### config.mk
export PLATFORM = sky130hd
export DESIGN_NAME = keyword_substitution_cipher
export DESIGN_NICKNAME = d
export VERILOG_FILES = /design/src/design/kwsc_pkg.sv /design/src/design/kwsc_ram.sv /design/src/design/kwsc_regs.sv /design/src/design/kwsc_builder.sv /design/src/design/keyword_substitution_cipher.sv
export SDC_FILE = /design/constraint.sdc
export NUM_CORES = 1
export LEC_CHECK = 0
export ABC_AREA = 0
export BUFFER_PORTS_ARGS = -buffer_cell sky130_fd_sc_hd__buf_2
export CORE_UTILIZATION = 58
export CTS_CLUSTER_DIAMETER = 200
export CTS_CLUSTER_SIZE = 10
export DETAILED_ROUTE_END_ITERATION = 6
export HOLD_SLACK_MARGIN = 0.05
export PLACE_DENSITY_LB_ADDON = 0.12
export SLEW_MARGIN = 20
export SYNTH_ARGS = -nofsm -noshare
export SYNTH_HDL_FRONTEND = slang
export SYNTH_SLANG_ARGS = --single-unit
export TNS_END_PERCENT = 100
### constraint.sdc
create_clock -name clk -period 8 [get_ports clk]
set_input_delay 1.6 -clock clk [delete_from_list [all_inputs] [get_ports clk]]
set_output_delay 1.6 -clock clk [all_outputs]
set_load 0.02 [all_outputs]
### src/design/kwsc_pkg.sv
// ----------------------------------------------------------------------------
// kwsc_pkg
// Shared types, constants and helpers for the keyword substitution cipher.
// ----------------------------------------------------------------------------
package kwsc_pkg;

  // alphabet size and table address width
  localparam int ALPHA_SIZE = 26;
  localparam int ALPHA_AW   = 5;

  // default keyword length bound
  localparam int MAX_KEY_LETTERS_DEF = 8;

  // configuration port geometry
  localparam int CFG_AW = 5;
  localparam int CFG_DW = 64;

  // register indexes (paddr[4:3])
  typedef enum logic [1:0] {
    REG_KEY_LETTERS = 2'd0,
    REG_KEY_LENGTH  = 2'd1,
    REG_DIRECTION   = 2'd2,
    REG_NONE        = 2'd3
  } reg_idx_t;

  // register file contents
  typedef struct packed {
    logic [63:0] key_letters;
    logic [3:0]  key_length;
    logic        direction;
  } cfg_t;

  // table write port
  typedef struct packed {
    logic                en;
    logic [ALPHA_AW-1:0] addr;
    logic [ALPHA_AW-1:0] data;
  } ram_wr_t;

  // builder sequencer states
  typedef enum logic [1:0] {
    BLD_IDLE,
    BLD_KEY,
    BLD_FILL
  } bld_state_t;

  // letter classification
  typedef struct packed {
    logic                hit;
    logic [ALPHA_AW-1:0] idx;
  } letter_t;

  localparam logic [7:0] ASCII_LC_A = 8'h61;
  localparam logic [7:0] ASCII_LC_Z = 8'h7a;
  localparam logic [7:0] ASCII_UC_A = 8'h41;
  localparam logic [7:0] ASCII_UC_Z = 8'h5a;

  // case-folded alphabet position of a byte, hit low for non-letters
  function automatic letter_t letter_index(logic [7:0] b);
    letter_t     r;
    logic [7:0]  d;
    r.hit = 1'b0;
    r.idx = '0;
    if (b >= ASCII_LC_A && b <= ASCII_LC_Z) begin
      d     = b - ASCII_LC_A;
      r.hit = 1'b1;
      r.idx = d[ALPHA_AW-1:0];
    end else if (b >= ASCII_UC_A && b <= ASCII_UC_Z) begin
      d     = b - ASCII_UC_A;
      r.hit = 1'b1;
      r.idx = d[ALPHA_AW-1:0];
    end
    return r;
  endfunction

endpackage

### src/design/kwsc_ram.sv
// ----------------------------------------------------------------------------
// kwsc_ram
// Generic single-write, single-read RAM with registered read data.
// ----------------------------------------------------------------------------
module kwsc_ram #(
  parameter int WIDTH = 5,
  parameter int DEPTH = 26
) (
  input  logic                     clk,
  input  logic                     we,
  input  logic [$clog2(DEPTH)-1:0] waddr,
  input  logic [WIDTH-1:0]         wdata,
  input  logic                     re,
  input  logic [$clog2(DEPTH)-1:0] raddr,
  output logic [WIDTH-1:0]         rdata
);

  logic [WIDTH-1:0] mem [DEPTH];

  // write port
  always_ff @(posedge clk) begin
    if (we) begin
      mem[waddr] <= wdata;
    end
  end

  // registered read, held while re is low
  always_ff @(posedge clk) begin
    if (re) begin
      rdata <= mem[raddr];
    end
  end

endmodule

### src/design/kwsc_regs.sv
// ----------------------------------------------------------------------------
// kwsc_regs
// APB register file: keyword, keyword length and direction.
// ----------------------------------------------------------------------------
module kwsc_regs (
  input  logic                         clk,
  input  logic                         rst,
  input  logic                         psel,
  input  logic                         penable,
  input  logic                         pwrite,
  input  logic [kwsc_pkg::CFG_AW-1:0]  paddr,
  input  logic [kwsc_pkg::CFG_DW-1:0]  pwdata,
  output logic [kwsc_pkg::CFG_DW-1:0]  prdata,
  output logic                         pready,
  output kwsc_pkg::cfg_t               cfg,
  output logic                         rebuild
);
  import kwsc_pkg::*;

  reg_idx_t idx;
  logic     wr;

  assign pready = 1'b1;
  assign idx    = reg_idx_t'(paddr[4:3]);
  assign wr     = psel & penable & pwrite;

  // register writes
  always_ff @(posedge clk) begin
    if (rst) begin
      cfg     <= '0;
      rebuild <= 1'b0;
    end else begin
      rebuild <= 1'b0;
      if (wr) begin
        unique case (idx)
          REG_KEY_LETTERS: begin
            cfg.key_letters <= pwdata[63:0];
            rebuild         <= 1'b1;
          end
          REG_KEY_LENGTH: begin
            cfg.key_length <= pwdata[3:0];
            rebuild        <= 1'b1;
          end
          REG_DIRECTION: begin
            cfg.direction <= pwdata[0];
            rebuild       <= 1'b1;
          end
          default: ;
        endcase
      end
    end
  end

  // read mux
  always_comb begin
    unique case (idx)
      REG_KEY_LETTERS: prdata = cfg.key_letters;
      REG_KEY_LENGTH:  prdata = {60'd0, cfg.key_length};
      REG_DIRECTION:   prdata = {63'd0, cfg.direction};
      default:         prdata = '0;
    endcase
  end

endmodule

### src/design/kwsc_builder.sv
// ----------------------------------------------------------------------------
// kwsc_builder
// Sequencer that writes the active substitution table entry by entry.
// ----------------------------------------------------------------------------
module kwsc_builder #(
  parameter int MAX_KEY_LETTERS = kwsc_pkg::MAX_KEY_LETTERS_DEF
) (
  input  logic              clk,
  input  logic              rst,
  input  kwsc_pkg::cfg_t    cfg,
  input  logic              rebuild,
  output logic              busy,
  output kwsc_pkg::ram_wr_t wr
);
  import kwsc_pkg::*;

  localparam logic [ALPHA_AW-1:0] KEY_LAST   = ALPHA_AW'(MAX_KEY_LETTERS - 1);
  localparam logic [ALPHA_AW-1:0] ALPHA_LAST = ALPHA_AW'(ALPHA_SIZE - 1);
  localparam logic [3:0]          KEY_MAX    = 4'(MAX_KEY_LETTERS);

  bld_state_t          state, state_next;
  logic [ALPHA_AW-1:0] cnt, cnt_next;
  logic [ALPHA_AW-1:0] fill, fill_next;
  logic [ALPHA_SIZE-1:0] taken, taken_next;

  logic [3:0]          count;
  logic [7:0]          key_byte;
  letter_t             kl;
  logic                emit;
  logic [ALPHA_AW-1:0] emit_letter;

  // clamp the keyword length
  assign count    = (cfg.key_length > KEY_MAX) ? KEY_MAX : cfg.key_length;
  assign key_byte = cfg.key_letters[{cnt[2:0], 3'b000} +: 8];
  assign kl       = letter_index(key_byte);
  // a pending rebuild counts as busy so no word sees the old table
  assign busy     = (state != BLD_IDLE) || rebuild;

  // state and counters; reset starts a build of the identity table
  always_ff @(posedge clk) begin
    if (rst) begin
      state <= BLD_KEY;
      cnt   <= '0;
      fill  <= '0;
      taken <= '0;
    end else if (rebuild) begin
      state <= BLD_KEY;
      cnt   <= '0;
      fill  <= '0;
      taken <= '0;
    end else begin
      state <= state_next;
      cnt   <= cnt_next;
      fill  <= fill_next;
      taken <= taken_next;
    end
  end

  // next state and table write
  always_comb begin
    state_next  = state;
    cnt_next    = cnt;
    fill_next   = fill;
    taken_next  = taken;
    emit        = 1'b0;
    emit_letter = cnt;
    unique case (state)
      BLD_IDLE: ;
      BLD_KEY: begin
        // keyword letters in order, first occurrence only
        emit_letter = kl.idx;
        emit        = kl.hit && (cnt < {1'b0, count}) && !taken[kl.idx];
        if (cnt == KEY_LAST) begin
          state_next = BLD_FILL;
          cnt_next   = '0;
        end else begin
          cnt_next = cnt + 1'b1;
        end
      end
      BLD_FILL: begin
        // remaining letters a to z
        emit_letter = cnt;
        emit        = !taken[cnt];
        if (cnt == ALPHA_LAST) begin
          state_next = BLD_IDLE;
          cnt_next   = '0;
        end else begin
          cnt_next = cnt + 1'b1;
        end
      end
      default: state_next = BLD_IDLE;
    endcase
    if (emit) begin
      taken_next[emit_letter] = 1'b1;
      fill_next               = fill + 1'b1;
    end
    // encrypt stores mixed[fill] = letter, decrypt stores inverse[letter] = fill
    wr.en   = emit;
    wr.addr = cfg.direction ? emit_letter : fill;
    wr.data = cfg.direction ? fill : emit_letter;
  end

endmodule

### src/design/keyword_substitution_cipher.sv
// An accepted word passes the lookup stage (registered table read) and then the
// output register. Throughput: one word per cycle while the output is not stalled
// and no table build runs, set by the single table read port. After reset, and
// after a register write, the table is rebuilt; s_tready stays low meanwhile.
// Reset is synchronous, active high, and loads the identity alphabet.
// ----------------------------------------------------------------------------
// keyword_substitution_cipher
// Keyword mixed-alphabet substitution over a byte stream, table in a RAM.
// ----------------------------------------------------------------------------
module keyword_substitution_cipher #(
  parameter int MAX_KEY_LETTERS = kwsc_pkg::MAX_KEY_LETTERS_DEF
) (
  input  logic                        clk,
  input  logic                        rst,
  // input stream
  input  logic                        s_tvalid,
  output logic                        s_tready,
  input  logic [7:0]                  s_tdata,   // [7:0] in_char
  input  logic                        s_tlast,   // in_last
  // output stream
  output logic                        m_tvalid,
  input  logic                        m_tready,
  output logic [7:0]                  m_tdata,   // [7:0] out_char
  output logic                        m_tlast,   // out_last
  // configuration
  input  logic                        psel,
  input  logic                        penable,
  input  logic                        pwrite,
  input  logic [kwsc_pkg::CFG_AW-1:0] paddr,
  input  logic [kwsc_pkg::CFG_DW-1:0] pwdata,
  output logic [kwsc_pkg::CFG_DW-1:0] prdata,
  output logic                        pready
);
  import kwsc_pkg::*;

  cfg_t                cfg;
  logic                rebuild;
  logic                busy;
  ram_wr_t             wr;
  letter_t             lk;
  logic                s_accept;
  logic                advance;
  logic [ALPHA_AW-1:0] raddr;
  logic [ALPHA_AW-1:0] rdata;

  logic       s1_valid;
  logic [7:0] s1_char;
  logic       s1_last;
  logic       s1_hit;

  kwsc_regs u_regs (
    .clk     (clk),
    .rst     (rst),
    .psel    (psel),
    .penable (penable),
    .pwrite  (pwrite),
    .paddr   (paddr),
    .pwdata  (pwdata),
    .prdata  (prdata),
    .pready  (pready),
    .cfg     (cfg),
    .rebuild (rebuild)
  );

  kwsc_builder #(
    .MAX_KEY_LETTERS (MAX_KEY_LETTERS)
  ) u_builder (
    .clk     (clk),
    .rst     (rst),
    .cfg     (cfg),
    .rebuild (rebuild),
    .busy    (busy),
    .wr      (wr)
  );

  kwsc_ram #(
    .WIDTH (ALPHA_AW),
    .DEPTH (ALPHA_SIZE)
  ) u_table (
    .clk   (clk),
    .we    (wr.en),
    .waddr (wr.addr),
    .wdata (wr.data),
    .re    (s_accept),
    .raddr (raddr),
    .rdata (rdata)
  );

  // handshake: lookup stage moves on when the output register frees up
  assign advance  = !m_tvalid || m_tready;
  assign s_tready = !busy && (!s1_valid || advance);
  assign s_accept = s_tvalid && s_tready;
  assign lk       = letter_index(s_tdata);
  assign raddr    = lk.hit ? lk.idx : '0;

  // lookup stage: table read in flight
  always_ff @(posedge clk) begin
    if (rst) begin
      s1_valid <= 1'b0;
    end else if (s_accept) begin
      s1_valid <= 1'b1;
    end else if (advance) begin
      s1_valid <= 1'b0;
    end
  end

  always_ff @(posedge clk) begin
    if (s_accept) begin
      s1_char <= s_tdata;
      s1_last <= s_tlast;
      s1_hit  <= lk.hit;
    end
  end

  // output register
  always_ff @(posedge clk) begin
    if (rst) begin
      m_tvalid <= 1'b0;
    end else if (advance) begin
      m_tvalid <= s1_valid;
    end
  end

  always_ff @(posedge clk) begin
    if (advance && s1_valid) begin
      m_tdata <= s1_hit ? (ASCII_LC_A + {3'b000, rdata}) : s1_char;
      m_tlast <= s1_last;
    end
  end

  // no word taken while the table is being rebuilt
  a_no_accept_busy: assert property (@(posedge clk) disable iff (rst)
    busy |-> !s_tready) else $error("input accepted during table build");

  // table is written only by the builder sequence
  a_write_in_build: assert property (@(posedge clk) disable iff (rst)
    wr.en |-> busy) else $error("table write outside build");

  // an accepted word occupies the lookup stage next cycle
  a_accept_fills: assert property (@(posedge clk) disable iff (rst)
    s_accept |=> s1_valid) else $error("accepted word lost");

  // output letters of a substituted word are lower case
  a_lower_case: assert property (@(posedge clk) disable iff (rst)
    (advance && s1_valid && s1_hit) |=>
      (m_tdata >= ASCII_LC_A && m_tdata <= ASCII_LC_Z))
    else $error("substituted byte not a lower-case letter");

endmodule

==> run metrics, run 1 <==
Finished Core Util=0.677; Die Span X=149 um; Syn Area/Cell=10.2 um2; top flip-flop cell by instance count after synthesis=edfxtp_1; effective utilization at floorplan=0.593; Distinct cells, synth=70; number of buffer cells added on primary ports=around 160; number of fill cells in the layout=~1700; first-pass iteration count of the detailed router=5; Rows=53; average wire per cell in the routed design=approximately 19 um; # setup viols final=0; critical path start-end classification=flop to flop; instance count along the most critical hold path=0; IR Drop Worst-Case VDD=around 0.17 mV; wire length of the first global-routing pass=approximately 48000 um; highest fanout seen on the critical path=18; initial antenna violation count=2; cells after synthesis=about 1200; # IOs=~160; area enclosed by the die boundary=22200 um2; cell type with the highest aggregate area in the netlist=edfxtp_1; Hold Vio Cnt, Final=0; summed instance area of the synthesized netlist=roughly 13000 um2; die extent in y=between 100 and 150 um; via density per instance=a little under 6; GRT Residual Overflow=0; vias=a little under 10000; Post-Synthesis Net Count=between 1000 and 1500; Layout area overhead=14.2%; post-detailed-placement half-perimeter wirelength=around 20000 um; CTS sink cnt=roughly 260; Slew Limit Fails=0; period utilisation layout=0.715; Layout Cells excl Fill=~1600; most common cell in the synthesized netlist=nand2_1; number of enable flip-flop cells after synthesis=between 150 and 200; Worst Clk Skew=12.8 ps; shortest period the worst path allows=5720 ps; post-synthesis register bit count=roughly 260; status=finished, final reports clean; static leakage=around 5.2 nW; top post-synthesis cells by count=195 x nand2_1, 154 x edfxtp_1, 110 x dfxtp_1; layout net count=about 1400; cell count of the worst reg-to-reg path=14; root cell of the clock tree=clkbuf_16; Skew-Pair Late Insertion Delay=550 ps; proportion of synthesized chip area in sequential cells=0.546; number of placed instances, taps included=between 1500 and 2000; endpoint type of the worst setup path=flop; arrival time of data at the critical path endpoint=slightly below 6000 ps; placer congestion estimate=0.833; maximum number of pins on one net before global-route repair=75; count of max-cap constraint violations=0; data required time of the worst path=8180 ps; fraction of final layout cells sized beyond drive strength 1=0.185; Final TNS setup=0 ps; depth of the CTS H-tree=1; via count of the first global-routing pass=9183; total global-route track usage=0.277; initial DRC count=about 600; post_cts resized=0; Num CTS Buffers=30; remaining routing DRC violations=0; warning count from the yosys run=0; number of hold-repair buffers added at the cts stage=0; unrepaired setup endpoints after global routing=false; worst hold start=s1_last; worst reg2reg path startpoint=u_builder.cnt[2]; endpoint of the worst register-to-register path=u_table.mem[19][0]; Final ANT Viol Nets=0; power density over the cells=262 nW/um2; Startpoint Class=flop; Hold/Removal Path Class=flop to flop; clock buffer depth=3; post-CTS setup repair buffer count=0; pin slew with the least headroom to its limit=slightly below 1000 ps; total routed wirelength=slightly above 30000 um; register-to-register setup slack=2280 ps; max-slew headroom at the worst pin=0.358; top cells by area in the synthesized netlist=edfxtp_1 37%, dfxtp_1 18%, nand2_1 5.9%, a21oi_1 3.6%, mux2i_1 3.1%; terminating pin of the worst hold path=m_tlast; clock tree from TritonCTS=built; share of synthesized registers carrying an async set or reset=0; core footprint=21100 um2; fraction of synthesized cell area taken by the top area cell type=0.370; peak clock frequency supported by timing=between 0.15 and 0.2 GHz; clock-pin slew on the worst setup and hold paths=about 60 ps
[layout make-up]
class                      instances  area, um2  area share
antenna                            2       5.00    0.000350
sequential                       264       6830       0.478
inverter                          25       93.8     0.00657
clock buffer                      48        818      0.0573
multi-input combinational        848       5250       0.367
tap                              275        344      0.0241
timing repair buffer             175        923      0.0646
clock inverter                     2       25.0     0.00175
[per-layer routing]
metal / track usage / routed length [um] / vias up
met5: 0 / 0 / -
met4: 0.107 / 1030 / 0
met3: 0.0480 / 1870 / 75
met2: 0.495 / 15400 / 332
met1: 0.332 / 12500 / 4594
li1: - / - / 4636
[state kept, by name (all words and copies together) (netlist names), 2 cells and up]
signal           cells
u_builder.state      2
s1_char              8
u_table.mem        130
u_builder.cnt        5
m_tdata              8
u_regs.cfg          69
u_builder.fill       5
u_table.rdata        5
u_builder.taken     26
[power by group]
part | total [W] | switching (W) | internal (W)
registers | 0.00159 | 0.0000263 | 0.00157
logic | 0.000944 | 0.000640 | 0.000304
clock network | 0.00120 | 0.000511 | 0.000692
[layout by cell type (no fill, tap or decap), types with 8 or more instances in the layout]
| master | count |
|---|---|
| a211oi_1 | 35 |
| a21oi_1 | 89 |
| a311oi_1 | 12 |
| and2_1 | 62 |
| buf_2 | 156 |
| buf_4 | 19 |
| clkbuf_1 | 18 |
| clkbuf_16 | 30 |
| dfxtp_1 | 110 |
| edfxtp_1 | 154 |
| ha_1 | 16 |
| inv_1 | 23 |
| mux2_2 | 14 |
| mux2i_1 | 38 |
| mux4_2 | 13 |
| nand2_1 | 195 |
| nand2b_1 | 12 |
| nand3_1 | 13 |
| nor2_1 | 88 |
| nor2b_1 | 26 |
| nor3_1 | 26 |
| nor4_1 | 8 |
| o211ai_1 | 9 |
| o21a_1 | 23 |
| o21ai_0 | 49 |
| or3_1 | 18 |
[cells by family after synthesis]
group / synth area share
buffers and inverters: 0.0369
xor gates and xnor gates: 0.00981
muxes: 0.0683
and+or+nand+nor: 0.184
other: 0.000300
DFF: 0.546
adders and majority gates: 0.0160
AOI/OAI and AO/OA: 0.139
[worst max path at each step]
stage          slack (ps)                 end  cells past startpoint        startpoint
6_report             2280  u_table.mem[19][0]                     14  u_builder.cnt[2]
3_5_place_dp         1830    u_table.rdata[0]                     12        s_tdata[0]
3_3_place_gp         1950    u_table.rdata[3]                     12        s_tdata[0]
2_1_floorplan        3160    u_table.rdata[3]                     15        s_tdata[0]
4_1_cts              2020  u_table.mem[19][2]                     13  u_builder.cnt[2]
5_1_grt              1940  u_table.mem[11][2]                     13  u_builder.cnt[2]
[stage by stage]
| stage | total power, W | hold slack, ps | area, um2 | setup WS, ps |
|---|---|---|---|---|
| floorplan | 0.00228 | 400 | 12500 | 3160 |
| global placement | 0.00253 | 403 | 13400 | 1950 |
| detailed placement | 0.00255 | 407 | 13400 | 1830 |
| CTS | 0.00374 | 420 | 14300 | 2020 |
| global route | 0.00390 | 440 | 14300 | 1940 |
| finish | 0.00374 | 419 | 14300 | 2280 |
[critical path, stage by stage (launching register included)]
cell and delay [ps]:
dfxtp_1 740, buf_4 390, mux2i_1 150, a22oi_1 380
nand2_1 540, ha_1 470, inv_1 100, a21oi_1 70
and4b_1 250, a211oi_2 570, and2_1 260, mux2_2 270
mux2i_1 220, or3_1 490, nor2_1 460
Note: power is estimated with default switching activity, not from simulation.
==> run 2: changes to the inputs <==
--- a/config.mk
+++ b/config.mk
@@ -5,9 +5,9 @@
 export SDC_FILE = /design/constraint.sdc
 export NUM_CORES = 1
 export LEC_CHECK = 0
-export ABC_AREA = 0
+export ABC_AREA = 1
 export BUFFER_PORTS_ARGS = -buffer_cell sky130_fd_sc_hd__buf_2
-export CORE_UTILIZATION = 58
+export CORE_UTILIZATION = 52
 export CTS_CLUSTER_DIAMETER = 200
 export CTS_CLUSTER_SIZE = 10
 export DETAILED_ROUTE_END_ITERATION = 6
==> constraint.sdc (replaced) <==
create_clock -name clk -period 5.15 [get_ports clk]
set_input_delay 1.03 -clock clk [delete_from_list [all_inputs] [get_ports clk]]
set_output_delay 1.03 -clock clk [all_outputs]
set_load 0.02 [all_outputs]
==> run 2 against run 1 <==
  * Clock power up 57%
  * Combinational power rose by 140%
  * Die area is 9.7% higher
  * Final area grew 0.47%
  * Worst setup slack lost 1600 ps
  * First-iteration DRC count up 52%
  * Cell count increased by 16%
  * Fmax rose by 29%
  * Flip-flop and latch count did not move
  * Highest routed layer unchanged
  * Global-route usage decreased by 1.8 points
==> run metrics, run 2 <==
status=finished, final reports clean; initial DRC count=919 (+52%); endpoint of the worst register-to-register path=u_table.mem[19][3]; peak clock frequency supported by timing=0.225 GHz (+29%); top flip-flop cell by instance count after synthesis=edfxtp_1; core footprint=22900 um2 (+8.7%); clock tree from TritonCTS=built; Die Span X=156 um (+4.7%); Final ANT Viol Nets=0 (unchanged); clock-pin slew on the worst setup and hold paths=60 ps (about the same); post-CTS setup repair buffer count=0 (unchanged); pin slew with the least headroom to its limit=1060 ps (+102 ps); commonest cells after routing, fill and taps aside=178 x nor2_1, 176 x nand2_1, 157 x inv_1, 156 x buf_2, 154 x edfxtp_1; data required time of the worst path=5350 ps (-2830 ps); endpoint type of the worst setup path=flop; cells after synthesis=1419 (+16%); Startpoint Class=flop; arrival time of data at the critical path endpoint=4630 ps (-1270 ps); warning count from the yosys run=0 (unchanged); total routed wirelength=31400 um (+1.8%); terminating pin of the worst hold path=m_tlast; total power=0.00686 W (+83%); register-to-register setup slack=710 ps (-1570 ps); # IOs=161 (unchanged); unrepaired setup endpoints after global routing=false; remaining routing DRC violations=0 (unchanged); fraction of synthesized cell area taken by the top area cell type=0.376 (+0.00590); Layout area overhead=16.6%; number of fill cells in the layout=2014 (+21%); average wire per cell in the routed design=16.5 um (-12%); post-detailed-placement half-perimeter wirelength=21500 um (+4.2%); proportion of synthesized chip area in sequential cells=0.555 (+0.00871); design internal power=0.00439 W (+71%); depth of the CTS H-tree=1 (unchanged); vias=10299 (+6.9%); post_cts resized=0 (unchanged); power density over the cells=478 nW/um2 (+83%); top cells by area in the synthesized netlist=edfxtp_1 38%, dfxtp_1 18%, a21oi_1 5.9%, o21ai_0 5.7%, nor2_1 5.4%; summed instance area of the synthesized netlist=12300 um2 (-1.6%); Skew-Pair Late Insertion Delay=550 ps (about the same); Num CTS Buffers=30 (unchanged); count of max-cap constraint violations=0 (unchanged); Syn Area/Cell=8.67 um2 (-15%); worst setup timing slack at the placement stage=800 ps (-1030 ps); placer congestion estimate=0.980 (+18%); via density per instance=5.40 (-8.1%); highest fanout seen on the critical path=38 (+20); most frequent standard cell in the layout excluding fill and tap cells=nor2_1; Rows=55 (+3.8%); die extent in y=156 um (+4.7%); number of enable flip-flop cells after synthesis=154 (unchanged); number of buffer cells added on primary ports=156 (unchanged); root cell of the clock tree=clkbuf_16; shortest period the worst path allows=4440 ps (-1280 ps); relative contribution of the clock network to total power=0.274 (-0.047); GRT Residual Overflow=0 (unchanged); area enclosed by the die boundary=24300 um2 (+9.7%); Hold Vio Cnt, Final=0 (unchanged); part of the total power dissipated in combinational logic=0.328 (+0.076); fraction of final layout cells sized beyond drive strength 1=0.165 (-0.0198); most common cell in the synthesized netlist=nor2_1; # setup viols final=0 (unchanged); Final TNS setup=0 ps (unchanged); Largest register FFs=130 (unchanged); static leakage=5.68 nW (+9.1%); most flop-heavy register=u_table.mem; maximum number of pins on one net before global-route repair=70 (-6.7%); net switching component of the power=0.00248 W (+110%); effective utilization at floorplan=0.537 (-0.0559); CTS sink cnt=264 (unchanged); first-pass iteration count of the detailed router=5 (unchanged); cell type with the highest aggregate area in the netlist=edfxtp_1; post-synthesis register bit count=264 (unchanged); IR Drop Worst-Case VDD=0.303 mV (+83%); instance count along the most critical hold path=0 (unchanged); Worst Clk Skew=22.3 ps (+9.50 ps); initial antenna violation count=1 (-1); clock buffer depth=3 (unchanged); max-slew headroom at the worst pin=0.290 (-0.0678); worst reg2reg path startpoint=u_builder.cnt[0]; number of hold-repair buffers added at the cts stage=0 (unchanged); smallest setup slack after layout=714 ps (-1570 ps); via count of the first global-routing pass=9692 (+5.5%); share of synthesized registers carrying an async set or reset=0 (unchanged); registers with the most flip-flops=u_table.mem (130), u_regs.cfg (69), u_builder.taken (26); Post-Synthesis Net Count=1520 (+15%); layout net count=1675 (+16%); top post-synthesis cells by count=178 x nor2_1, 176 x nand2_1, 157 x inv_1; wire length of the first global-routing pass=49900 um (+3.9%); Slew Limit Fails=0 (unchanged); critical path start-end classification=flop to flop; cell count of the worst reg-to-reg path=16 (+2); Reg power frac=0.398 (-0.028); Net Sw Frac=0.361 (+0.0458); total global-route track usage=0.259 (-0.0176); Hold/Removal Path Class=flop to flop; Distinct cells, synth=44 (-37%); period utilisation layout=0.861 (+0.146); worst hold start=s1_last
## run 2: cells by family after synthesis
family | Yosys count | share of synthesized area
AO/OA/AOI/OAI | 368 | 0.164
XOR/XNOR | 11 | 0.00783
adder cells (fa/ha/maj) | 16 | 0.0163
buffers and inverters | 249 | 0.0800
flip-flops | 264 | 0.555
other | 1 | 0.000305
AND/OR/NAND/NOR | 510 | 0.177
## run 2: per-stage QoR
stage | cells | area (um2) | hold WS, ps | util
after floorplan | 1419 | 12300 | 400 | -
after global placement | 1855 | 13500 | 401 | 0.589
after detailed placement | 1855 | 13500 | 410 | 0.589
after CTS | 1905 | 14300 | 424 | 0.626
after global routing | 1906 | 14400 | 424 | 0.626
final | 1906 | 14400 | 423 | 0.626
## run 2: cell type report
type	instances	area [um2]	share of cell area
timing repair buffer	206	1160	0.0806
clock buffer	49	843	0.0588
sequential	264	6830	0.476
inverter	166	626	0.0436
tap	313	392	0.0273
antenna	1	2.50	0.000174
clock inverter	1	8.76	0.000610
multi-input combinational	906	4500	0.313
## run 2: worst max-delay path: stages (launching register included)
cell       delay (ps)
dfxtp_2           810
buf_4             280
nand2_1            60
o211ai_1           90
nand3_1           110
nand2_2           140
ha_1              150
nand3_1            70
nand2_1            60
nand2_1            50
nand3_2           240
nand2_1           180
a2111oi_0         630
nand3_2           200
a21oi_4           290
nand2_1           280
nor2_1            410
## run 2: layer usage
layer  track usage  share of wire
met5             0              0
met4        0.0826          0.024
met3        0.0342          0.054
met2         0.441           0.48
met1         0.343           0.44
## run 2: power groups by stage
stage | clock, W | sequential, W | combinational (W)
global route | 0.00199 | 0.00274 | 0.00246
global placement | 0 | 0.00277 | 0.00219
floorplan | 0 | 0.00275 | 0.00146
detailed placement | 0 | 0.00277 | 0.00223
finish | 0.00188 | 0.00273 | 0.00225
CTS | 0.00192 | 0.00273 | 0.00224
## run 2: worst max path at each step
stage | endpoint | from | slack [ps] | depth (start not counted)
floorplan | u_table.rdata[3] | s_tdata[0] | 1120 | 17
global placement | u_table.mem[19][3] | u_builder.cnt[0] | 850 | 16
detailed placement | u_table.mem[23][3] | u_builder.cnt[0] | 800 | 16
CTS | u_table.mem[8][4] | u_builder.cnt[0] | 750 | 16
global route | u_table.mem[8][4] | u_builder.cnt[0] | 430 | 16
finish | u_table.mem[19][3] | u_builder.cnt[0] | 710 | 16
